## config.mk

```make
export PLATFORM = sky130hd
export DESIGN_NAME = fen_alu
export DESIGN_NICKNAME = d
export VERILOG_FILES = /design/src/rtl/core/fen_pkg.sv /design/src/rtl/core/fen_alu.sv
export SDC_FILE = /design/constraint.sdc
export NUM_CORES = 1
export LEC_CHECK = 0
export ABC_AREA = 0
export BUFFER_PORTS_ARGS = -buffer_cell sky130_fd_sc_hd__buf_2
export CORE_ASPECT_RATIO = 2
export CORE_MARGIN = 3
export CORE_UTILIZATION = 55
export DETAILED_ROUTE_END_ITERATION = 8
export PLACE_DENSITY_LB_ADDON = 0.05
export SYNTH_ARGS = -nofsm -noshare
export SYNTH_HDL_FRONTEND = slang
export SYNTH_SLANG_ARGS = --single-unit
```

## constraint.sdc

```tcl
create_clock -name clk -period 4.8 [get_ports clk]
set_clock_uncertainty 0.05 [all_clocks]
set_input_delay 0 -clock clk [delete_from_list [all_inputs] [get_ports clk]]
set_output_delay 0 -clock clk [all_outputs]
set_load 0.01 [all_outputs]
```

## src/rtl/core/fen_pkg.sv

```systemverilog
package fen_pkg;

    localparam int SIZE   = 1024;
    localparam int IDX_W  = $clog2(SIZE);
    localparam int WALK_W = IDX_W + 1;
    localparam int CELL_W = 32;
    // Signed accumulator: headroom for one cell per tree level plus a sign bit
    localparam int ACC_W  = CELL_W + $clog2(IDX_W + 1) + 1;

    localparam logic [CELL_W-1:0] CELL_MAX = '1;

    localparam logic [1:0] OP_INC   = 2'd0;
    localparam logic [1:0] OP_RANGE = 2'd1;
    localparam logic [1:0] OP_CLEAR = 2'd2;

    typedef enum logic [2:0] {
        DP_HOLD,
        DP_ZERO,
        DP_ADD,
        DP_SUB,
        DP_INC
    } dp_cmd_t;

    typedef struct packed {
        logic              we;
        logic [IDX_W-1:0]  waddr;
        logic [CELL_W-1:0] wdata;
        logic              re;
        logic [IDX_W-1:0]  raddr;
    } mem_req_t;

endpackage

```

## src/rtl/core/fen_alu.sv

```systemverilog
module fen_alu (
    input  logic                       clk,
    input  logic                       rst_n,
    input  fen_pkg::dp_cmd_t           cmd,
    input  logic [fen_pkg::CELL_W-1:0] rdata,
    output logic [fen_pkg::CELL_W-1:0] inc_value,
    output logic [fen_pkg::CELL_W-1:0] total
);
    import fen_pkg::*;

    logic [ACC_W-1:0] acc_reg;
    logic [ACC_W-1:0] acc_next;
    logic [ACC_W-1:0] opa;
    logic [ACC_W-1:0] opb;
    logic             cin;
    logic [ACC_W-1:0] sum;

    // One shared adder: cell + 1 for increments, acc +/- cell for prefix walks
    always_comb
    begin
        opa = acc_reg;
        opb = '0;
        cin = 1'b0;
        case (cmd)
            DP_ADD:
            begin
                opb = ACC_W'(rdata);
            end
            DP_SUB:
            begin
                opb = ~ACC_W'(rdata);
                cin = 1'b1;
            end
            DP_INC:
            begin
                opa = ACC_W'(rdata);
                cin = 1'b1;
            end
            default:
            begin
                opb = '0;
            end
        endcase
        sum = opa + opb + ACC_W'(cin);
    end

    assign inc_value = (rdata == CELL_MAX) ? rdata : sum[CELL_W-1:0];

    always_comb
    begin
        case (cmd) inside
            DP_ZERO:           acc_next = '0;
            DP_ADD, DP_SUB:    acc_next = sum;
            default:           acc_next = acc_reg;
        endcase
    end

    always_ff @(posedge clk or negedge rst_n)
    begin
        if (!rst_n)
        begin
            acc_reg <= '0;
        end
        else
        begin
            acc_reg <= acc_next;
        end
    end

    // Floor at zero, saturate at the cell maximum
    always_comb
    begin
        if (acc_reg[ACC_W-1])
        begin
            total = '0;
        end
        else if (acc_reg[ACC_W-2:CELL_W] != '0)
        begin
            total = CELL_MAX;
        end
        else
        begin
            total = acc_reg[CELL_W-1:0];
        end
    end

endmodule

```

==> run metrics <==
clock latency at the later pin of the worst-skew pair 0.30 ns; top post-synthesis cells by area dfrtp_1 21%, ha_1 9.7%, nor2_1 8.8%, xnor2_1 8.6%, mux2_2 8.0%; summed instance area of the synthesized netlist 4493 um2; fraction of power consumed by sequential logic 21.6%; detail-routed net length per standard cell 17.52 um; met2 layer wire length in the routed design 7.555 mm; number of synthesized flops with an enable pin 0; largest area contributor in the synthesized netlist dfrtp_1; standard cell core area 7943 um2; Routability Congestion 0.9440; total leakage power 2.717 nW; Int Pwr 1.153 mW; number of buffers inserted by port buffering 100; Async SR Flop Fraction 100.0%; sum of negative setup slack 0 ns; CTS-repair resized insts 0; outcome completed; pin slew with the least headroom to its limit 1.239 ns; width of the die 69.91 um; first-iteration detailed-routing DRC count 210; final critical path time including I/O delays and setup 3.806 ns; highest net fanout along the worst path 20; number of flip-flops under the largest register name 37; maximum clock path buffer count 2; FF/Latch Area 925.9 um2; Worst setup SP type input port; clk root buf clkbuf_16; critical path required time 4.75 ns; routed wl met3 543 um; wire length of the first global-routing pass 22.28 mm; class of the worst hold path input port to flip-flop; post-synthesis instance total 609; ratio of final minimum period to clock period 79.30%; Num CTS Buffers 5; register bit total from synthesis 37; topmost layer with routed signal wires met4; clock group share of total power 22.0%; flip-flop cell with the highest count after synthesis dfrtp_1; DRT met1 WL 5.136 mm; combinational cell fraction of total power 56.4%; Detailed Routing Iterations Pass 1 5; Critical Path AT 3.76 ns; Cell Pwr Density 390.3 nW/um2; maximum number of pins on one net before global-route repair 40; CTS sink count 37; full die area 9355 um2; area growth from synthesis to layout 16.57%; final count of hold timing violations 0; total DRC errors in the routed layout 0; number of instances in the placed design 778; sum of overflow across all layers after global routing 0; post-DP HPWL 10.14 mm; syn_nets 683; sequential element share of the synthesized area 20.61%; vias in the first global route 4,731; MaxCap Viol Count 0; num rows 46; number of non-filler instances in the completed layout 787; DR vias/cell 5.887; Yosys Warn Count 0; final-stage net count 764; wire length after detailed routing 13.79 mm; highest clock rate 0.2627 GHz; Multi-input gate area 3393 um2; CTS clock-pin slew for the worst setup and hold paths 0.07 ns; ant diodes 0; unrepaired setup endpoints after global routing no; number of top-level pins 101; Die Y-Extent 133.8 um; CTS tree yes; number of pins exceeding their max-slew limit in the final report 0; CP endpoint kind output pin; effective utilization at floorplan 56.57%; maximum VDD drop 0.3218 mV; final-report setup violation count 0; Mapped Avg Cell Area 7.378 um2; total vias in the final route 4,633; Slew headroom 17.23%; start-to-end type of the worst setup path input port to output pin; initial antenna violation count 0; share of the synthesized area in the top cell type 20.61%; number of fillers in the final layout 752; Total GRT Usage 29.34%; switching power 0.8914 mW; Clock H-tree levels 2; share of layout cells above drive strength 1 23.01%; number of antenna-violating nets in the routed design 0; net switching share of the total power 43.61%; Cell variety after synth 52
-- per-layer routing --
layer	vias up	track usage, %
li1	2262	-
met1	2175	31.32
met2	156	55.48
met3	40	2.701
met4	0	15.46
met5	-	0
-- cells in the final DEF, fill, tap and decap left out, drive strengths merged, types with 5 or more instances in the layout --
master	synthesis	layout
buf	5	107
dfrtp	37	37
nor2	105	105
xor2	19	19
nor2b	11	11
nand2	82	82
and2	6	6
nand4	17	17
o21bai	7	7
clkbuf	29	5
inv	12	12
a21oi	38	38
mux2	32	32
xnor2	44	44
a21o	22	22
a31oi	5	5
o21ai	50	50
nand3	7	7
ha	35	35
-- synthesized netlist by cell type (17+ instances only) --
cell type and n:
nor2_1 105, nand2_1 82, o21ai_0 46, xnor2_1 44, a21oi_1 38, dfrtp_1 37
ha_1 35, mux2_2 32, clkbuf_1 29, a21o_1 21, xor2_1 19, nand4_1 17
-- power by group through the flow --
stage / Clock (mW) / Combinational [mW] / Sequential, mW
floorplan: 0 / 0.781 / 0.427
global placement: 0 / 1.14 / 0.444
detailed placement: 0 / 1.15 / 0.446
CTS: 0.450 / 1.16 / 0.441
global route: 0.461 / 1.28 / 0.451
finish: 0.449 / 1.15 / 0.441
-- cell type report --
type,count,area share (%)
sequential,37,17.68
multi-input combinational,526,64.79
timing repair buffer,108,10.75
clock inverter,3,1.242
tap,96,2.293
inverter,12,0.8600
clock buffer,5,2.389
-- stage by stage --
stage	setup slack (ns)	power (mW)	utilization, %	instance area [um2]	hold WS [ns]
final	0.9938	2.044	65.94	5238	0.001847
after global routing	0.6953	2.191	65.94	5238	0.04226
after CTS	1.032	2.051	65.94	5238	0.002569
after detailed placement	0.9963	1.598	63.42	5037	0.1464
after global placement	1.068	1.580	63.42	5037	0.1200
after floorplan	1.137	1.208	-	4493	-0.3456
-- cell families after synthesis --
logic type	after synthesis	synth area share, %
adders and majority gates	37	10.64
and+or+nand+nor	253	25.01
DFF	37	20.61
muxes	32	8.020
buffers and inverters	46	3.926
xor gates and xnor gates	63	12.28
AOI/OAI and AO/OA	141	19.52
-- repair_timing --
item,in CTS,in global routing
endpoints found under the hold margin,37,0
setup buffers,0,0
hold buffers,1,0
-- worst paths after layout --
kind	startpoint	endpoint	slack, ns	cells past startpoint
worst max-delay path	cmd[1]	inc_value[31]	0.99	16
worst min-delay path	cmd[1]	acc_reg[36]$_DFFE_PN0P_	0.002	3
worst max register to register	acc_reg[0]$_DFFE_PN0P_	acc_reg[36]$_DFFE_PN0P_	1.39	12
worst min register to register	acc_reg[23]$_DFFE_PN0P_	acc_reg[23]$_DFFE_PN0P_	0.46	2
max in group asynchronous	rst_n	acc_reg[24]$_DFFE_PN0P_	3.74	2
min in group asynchronous	rst_n	acc_reg[30]$_DFFE_PN0P_	0.33	2
-- worst max-delay path, stage by stage --
cell and delay (ns):
buf_2 0.14, nor2_1 0.15, and2_1 0.17, buf_4 0.31, mux2_2 0.38, ha_1 0.43, and2_4 0.21, nand3_2 0.10
or3_1 0.40, a2111oi_4 0.40, o31a_1 0.27, a41o_1 0.27, nor2_1 0.07, xor2_1 0.18, nand2_1 0.08, buf_2 0.20
Power figures use the tool's default switching activity.
