**src/rtl/core/fen_pkg.sv**
```systemverilog
package fen_pkg;

    localparam int SIZE   = 1024;
    localparam int IDX_W  = $clog2(SIZE);
    localparam int WALK_W = IDX_W + 1;
    localparam int CELL_W = 32;
    // Signed accumulator: headroom for one cell per tree level plus a sign bit
    localparam int ACC_W  = CELL_W + $clog2(IDX_W + 1) + 1;

    localparam logic [CELL_W-1:0] CELL_MAX = '1;

    localparam logic [1:0] OP_INC   = 2'd0;
    localparam logic [1:0] OP_RANGE = 2'd1;
    localparam logic [1:0] OP_CLEAR = 2'd2;

    typedef enum logic [2:0] {
        DP_HOLD,
        DP_ZERO,
        DP_ADD,
        DP_SUB,
        DP_INC
    } dp_cmd_t;

    typedef struct packed {
        logic              we;
        logic [IDX_W-1:0]  waddr;
        logic [CELL_W-1:0] wdata;
        logic              re;
        logic [IDX_W-1:0]  raddr;
    } mem_req_t;

endpackage

```
**src/rtl/core/fen_ctrl.sv**
```systemverilog
module fen_ctrl (
    input  logic                       clk,
    input  logic                       rst_n,
    input  logic                       req_valid,
    output logic                       req_ready,
    input  logic [1:0]                 operation,
    input  logic [10:0]                first_index,
    input  logic [9:0]                 last_index,
    output logic                       range_valid,
    input  logic                       range_ready,
    output logic [fen_pkg::CELL_W-1:0] range_total,
    output fen_pkg::mem_req_t          mem_req,
    output fen_pkg::dp_cmd_t           dp_cmd,
    input  logic [fen_pkg::CELL_W-1:0] inc_value,
    input  logic [fen_pkg::CELL_W-1:0] total
);
    import fen_pkg::*;

    typedef enum logic [6:0] {
        ST_CLEAR   = 7'b0000001,
        ST_IDLE    = 7'b0000010,
        ST_INC_RD  = 7'b0000100,
        ST_INC_WR  = 7'b0001000,
        ST_QRY_RD  = 7'b0010000,
        ST_QRY_ACC = 7'b0100000,
        ST_FIN     = 7'b1000000
    } state_t;

    localparam logic [IDX_W-1:0] LAST_ADDR = IDX_W'(SIZE - 1);

    state_t            state_reg, state_next;
    logic [WALK_W-1:0] k_reg, k_next;
    logic [IDX_W-1:0]  lower_reg, lower_next;
    logic              phase_reg, phase_next;
    logic [IDX_W-1:0]  clr_addr_reg, clr_addr_next;
    logic              out_valid_reg, out_valid_next;
    logic [CELL_W-1:0] out_total_reg, out_total_next;

    logic              accept;
    logic [31:0]       first_ext;
    logic [31:0]       last_ext;
    logic [31:0]       first_m1;
    logic [IDX_W-1:0]  upper_idx;
    logic [IDX_W-1:0]  lower_idx;
    logic [WALK_W-1:0] k_up;
    logic [WALK_W-1:0] k_down;

    assign req_ready   = (state_reg == ST_IDLE);
    assign accept      = req_valid && req_ready;
    assign range_valid = out_valid_reg;
    assign range_total = out_total_reg;

    assign first_ext = 32'(first_index);
    assign last_ext  = 32'(last_index);
    assign first_m1  = first_ext - 32'd1;
    assign upper_idx = (last_ext > 32'(SIZE - 1)) ? LAST_ADDR : IDX_W'(last_ext);
    assign lower_idx = (first_ext == 32'd0) ? '0 :
                       (first_m1 > 32'(SIZE - 1)) ? LAST_ADDR : IDX_W'(first_m1);

    // Upward step adds the lowest set bit, downward step clears it
    assign k_up   = k_reg + (k_reg & (~k_reg + WALK_W'(1)));
    assign k_down = k_reg & (k_reg - WALK_W'(1));

    always_comb
    begin
        state_next     = state_reg;
        k_next         = k_reg;
        lower_next     = lower_reg;
        phase_next     = phase_reg;
        clr_addr_next  = clr_addr_reg;
        out_valid_next = out_valid_reg;
        out_total_next = out_total_reg;
        mem_req        = '0;
        dp_cmd         = DP_HOLD;

        if (out_valid_reg && range_ready)
        begin
            out_valid_next = 1'b0;
        end

        unique case (state_reg)
            ST_CLEAR:
            begin
                mem_req.we    = 1'b1;
                mem_req.waddr = clr_addr_reg;
                mem_req.wdata = '0;
                clr_addr_next = clr_addr_reg + IDX_W'(1);
                if (clr_addr_reg == LAST_ADDR)
                begin
                    state_next = ST_IDLE;
                end
            end
            ST_IDLE:
            begin
                if (accept)
                begin
                    case (operation)
                        OP_INC:
                        begin
                            if (first_ext != 32'd0 && first_ext < 32'(SIZE))
                            begin
                                k_next     = WALK_W'(first_index);
                                state_next = ST_INC_RD;
                            end
                        end
                        OP_RANGE:
                        begin
                            dp_cmd = DP_ZERO;
                            if (first_ext > last_ext)
                            begin
                                state_next = ST_FIN;
                            end
                            else
                            begin
                                k_next     = WALK_W'(upper_idx);
                                lower_next = lower_idx;
                                phase_next = 1'b0;
                                state_next = ST_QRY_RD;
                            end
                        end
                        OP_CLEAR:
                        begin
                            clr_addr_next = '0;
                            state_next    = ST_CLEAR;
                        end
                        default:
                        begin
                            state_next = ST_IDLE;
                        end
                    endcase
                end
            end
            ST_INC_RD:
            begin
                mem_req.re    = 1'b1;
                mem_req.raddr = k_reg[IDX_W-1:0];
                state_next    = ST_INC_WR;
            end
            ST_INC_WR:
            begin
                dp_cmd        = DP_INC;
                mem_req.we    = 1'b1;
                mem_req.waddr = k_reg[IDX_W-1:0];
                mem_req.wdata = inc_value;
                k_next        = k_up;
                state_next    = (k_up >= WALK_W'(SIZE)) ? ST_IDLE : ST_INC_RD;
            end
            ST_QRY_RD:
            begin
                if (k_reg == '0)
                begin
                    if (!phase_reg)
                    begin
                        phase_next = 1'b1;
                        k_next     = WALK_W'(lower_reg);
                    end
                    else
                    begin
                        state_next = ST_FIN;
                    end
                end
                else
                begin
                    mem_req.re    = 1'b1;
                    mem_req.raddr = k_reg[IDX_W-1:0];
                    state_next    = ST_QRY_ACC;
                end
            end
            ST_QRY_ACC:
            begin
                dp_cmd     = phase_reg ? DP_SUB : DP_ADD;
                k_next     = k_down;
                state_next = ST_QRY_RD;
            end
            ST_FIN:
            begin
                // Hold until the output register is free
                if (!out_valid_reg || range_ready)
                begin
                    out_valid_next = 1'b1;
                    out_total_next = total;
                    state_next     = ST_IDLE;
                end
            end
            default:
            begin
                state_next = ST_IDLE;
            end
        endcase
    end

    always_ff @(posedge clk or negedge rst_n)
    begin
        if (!rst_n)
        begin
            state_reg     <= ST_CLEAR;
            k_reg         <= '0;
            lower_reg     <= '0;
            phase_reg     <= 1'b0;
            clr_addr_reg  <= '0;
            out_valid_reg <= 1'b0;
        end
        else
        begin
            state_reg     <= state_next;
            k_reg         <= k_next;
            lower_reg     <= lower_next;
            phase_reg     <= phase_next;
            clr_addr_reg  <= clr_addr_next;
            out_valid_reg <= out_valid_next;
        end
    end

    always_ff @(posedge clk)
    begin
        out_total_reg <= out_total_next;
    end

endmodule

```
**config.mk**
```make
export PLATFORM = sky130hd
export DESIGN_NAME = fen_ctrl
export DESIGN_NICKNAME = d
export VERILOG_FILES = /design/src/rtl/core/fen_pkg.sv /design/src/rtl/core/fen_ctrl.sv
export SDC_FILE = /design/constraint.sdc
export NUM_CORES = 1
export LEC_CHECK = 0
export BUFFER_PORTS_ARGS = -buffer_cell sky130_fd_sc_hd__buf_2
export CAP_MARGIN = 20
export CORE_UTILIZATION = 44
export DETAILED_ROUTE_END_ITERATION = 6
export PLACE_DENSITY = 0.77
export RECOVER_POWER = 25
export SYNTH_ARGS = -nofsm -noshare
export SYNTH_HDL_FRONTEND = slang
export SYNTH_SLANG_ARGS = --single-unit
```
**constraint.sdc**
```tcl
create_clock -name clk -period 3.17 [get_ports clk]
set_clock_uncertainty 0.1 [all_clocks]
set_input_delay 0.634 -clock clk [delete_from_list [all_inputs] [get_ports clk]]
set_output_delay 0.634 -clock clk [all_outputs]
set_load 0.05 [all_outputs]
```
==> impl_metrics.yaml <==
floorplan:
  die-area_sq_mm: 0.0106
  die_w_um: 103
  core-area_sq_mm: 0.00982
  io_pins: 182
  initial_core_util: 0.457
  die_h_um: 103
  core.rowCount: 36
critical_path:
  worstPathArrival_ps: 2380
  worst-path-buf-inv: 3
  cp_slowest_cell: "or4_4"
  cp_top_family: "simple AND/OR/NAND/NOR gates"
  worst-path-max-fanout: 22
  max_stage_delay_ps: 570
  crit_path_end_kind: "output port"
  cp-start-kind: "flop"
  path_cells: "or4_4, or3_4, inv_6, clkbuf_16, and2_1, buf_4"
  required_ps: 2440
  path_class: "reg -> out"
global_route:
  grt_max_degree: 46
  groute.usage.overall: 0.243
  grt-ovfl-total: 0
  grt_pass1_vias: 4017
  grt_pass1_wl_mm: 19.7
  antenna_found_initial: 0
clocking:
  hold_buffers: 0
  clk_pin_slew_worst_paths_ps: 80
  htreeDepth: 3
  cts_tree: "done"
  cts_buffers: 9
  cts_root_buffer: "clkbuf_8"
  cts_buffer_depth: 2
  cts.sink_count: 72
  clk_latency_ps: 350
drt:
  drt_first_pass_iters: 5
  drt-initial-drc-count: 324
  wire_per_inst_um: 16.6
  route.vias.total: 4466
  ant_nets: 0
  via_per_inst: 5.59
  finalWirelength_mm: 13.2
  drc: 0
status:
  status: "complete, but fails checks"
  violations: "capacitance limit, slew limit"
logic_synthesis:
  synth_area_leaders: "dfrtp_1, edfxtp_1, and2_1, ha_1, nand2_1"
  syn_inst: 475
  avgSynthCellArea_sq_um: 9.45
  synth_area_leader_cell: "dfrtp_1"
  async_reset_ff_frac: 0.556
  synthesis.nets: 579
  synth.most_common_cell: "and2_1"
  synth_flop_cell: "dfrtp_1"
  synth_area_sq_mm: 0.00449
  ys_seq_area_frac: 0.437
  yosysUniqueCellTypes: 60
  synth_seq_cells: 72
  synth_top_area_share: 0.217
  synth_edf_count: 32
  ys_warn_count: 0
  synth_common_cells: "and2_1, dfrtp_1, nand2_1"
finish:
  antenna_cells: 0
  drive_gt1_frac: 0.375
  fin_cells: 799
  largest_register_ffs: 32
  syn2layout_area_growth_pct: 34.8
  fin_nets: 765
placed_design:
  hpwl_mm: 9.81
  dp_slack_ps: 166
  dpl.cell_count: 780
  globalplace.congestion: 0.932
  numPortBuffers: 181
run:
  drv_cap: 1
sta:
  slew_violations: 41
  max_freq_mhz: 321
  setup_viol: 0
  maxSlewHeadroom: -0.494
  period_needed_ps: 3110
  worst_pin_slew_ps: 2240
  worst_slack_ps: 57.6
  finalHoldViolCount: 0
  post-route-period-util: 0.982
min_path:
  hold_path_class: "in -> reg"
pwr:
  power.density_mw_per_mm2: 554
  total_power_mw: 3.35
  ir_drop_v: 0.000305
  p_leak_nw: 2.76
repair_timing:
item	in CTS	in global routing
buffers inserted	0	1
setup endpoints to repair	45	50
gates cloned	0	2
hold endpoints to repair	0	0
pin swaps	0	1
resized for setup	43	21
placed cells by master (no fill, tap or decap), drive strengths merged, types with 10 or more instances in the layout:
cell and n:
buf 196, and2 43, dfrtp 39, nand2 37, nor2 36, edfxtp 32, a21oi 27, o21ai 23
inv 19, mux2 17, nand3 13, ha 13, clkbuf 13, nor3 11, nand2b 10
path summary, 6_finish.rpt:
path / startpoint / end / slack (ps) / cells after the start
setup reg to reg: state_reg[1] / k_reg[3] / 530 / 5
setup / recovery: state_reg[1] / mem_req[14] / 60 / 6
hold reg to reg: lower_reg[3] / lower_reg[3] / 430 / 1
max in group asynchronous: rst_n / state_reg[6] / 690 / 1
min in group asynchronous: rst_n / k_reg[0] / 840 / 1
hold / removal: total[5] / range_total[5] / 350 / 1
power by group:
part	switching, mW	internal [mW]	total (mW)	leakage (nW)
registers	0.219	1.16	1.37	0.788
clock network	0.360	0.443	0.803	0.103
logic	0.684	0.488	1.17	1.87
total	1.26	2.09	3.35	2.76
final cells by class:
type                    instances  area (sq um)
multi-input cells             359          2360
clock buffers                   9           124
flip-flops and latches         72          1960
inverters                      19          76.3
well taps                     133           166
repair buffers                200          1260
fillers                       843          3770
clock inverters                 7          96.3
worst reg2reg max path: stages (launching register included):
cell,delay (ps)
dfrtp_1,430
or4_4,570
or4_4,590
o21ai_4,230
and2_4,290
mux2_4,330
cell families (layout without fill, tap and decap cells):
logic type / Yosys count / count (layout) / share of synthesized area
and+or+nand+nor: 203 / 203 / 0.242
AOI/OAI and AO/OA: 108 / 108 / 0.159
xor gates and xnor gates: 16 / 16 / 0.0312
buffers and inverters: 44 / 235 / 0.0412
DFF: 72 / 72 / 0.437
muxes: 19 / 19 / 0.0521
adders and majority gates: 13 / 13 / 0.0362
layer usage:
metal / track usage / up-vias / part of all wire
li1: - / 2095 / -
met1: 0.301 / 2094 / 0.40
met2: 0.410 / 236 / 0.49
met3: 0.0508 / 41 / 0.078
met4: 0.101 / 0 / 0.032
met5: 0 / - / 0
metrics by stage:
| stage | hold slack (ps) | utilization | instance area [sq um] | setup TNS, ps |
|---|---|---|---|---|
| after floorplan | 238 | - | 4500 | -551 |
| after global placement | 396 | 0.570 | 5600 | 0 |
| after detailed placement | 402 | 0.570 | 5600 | 0 |
| after CTS | 344 | 0.603 | 5920 | 0 |
| after global routing | 332 | 0.616 | 6050 | -6.94 |
| final | 352 | 0.616 | 6050 | 0 |
No activity file was read; power rests on OpenSTA's default activity.
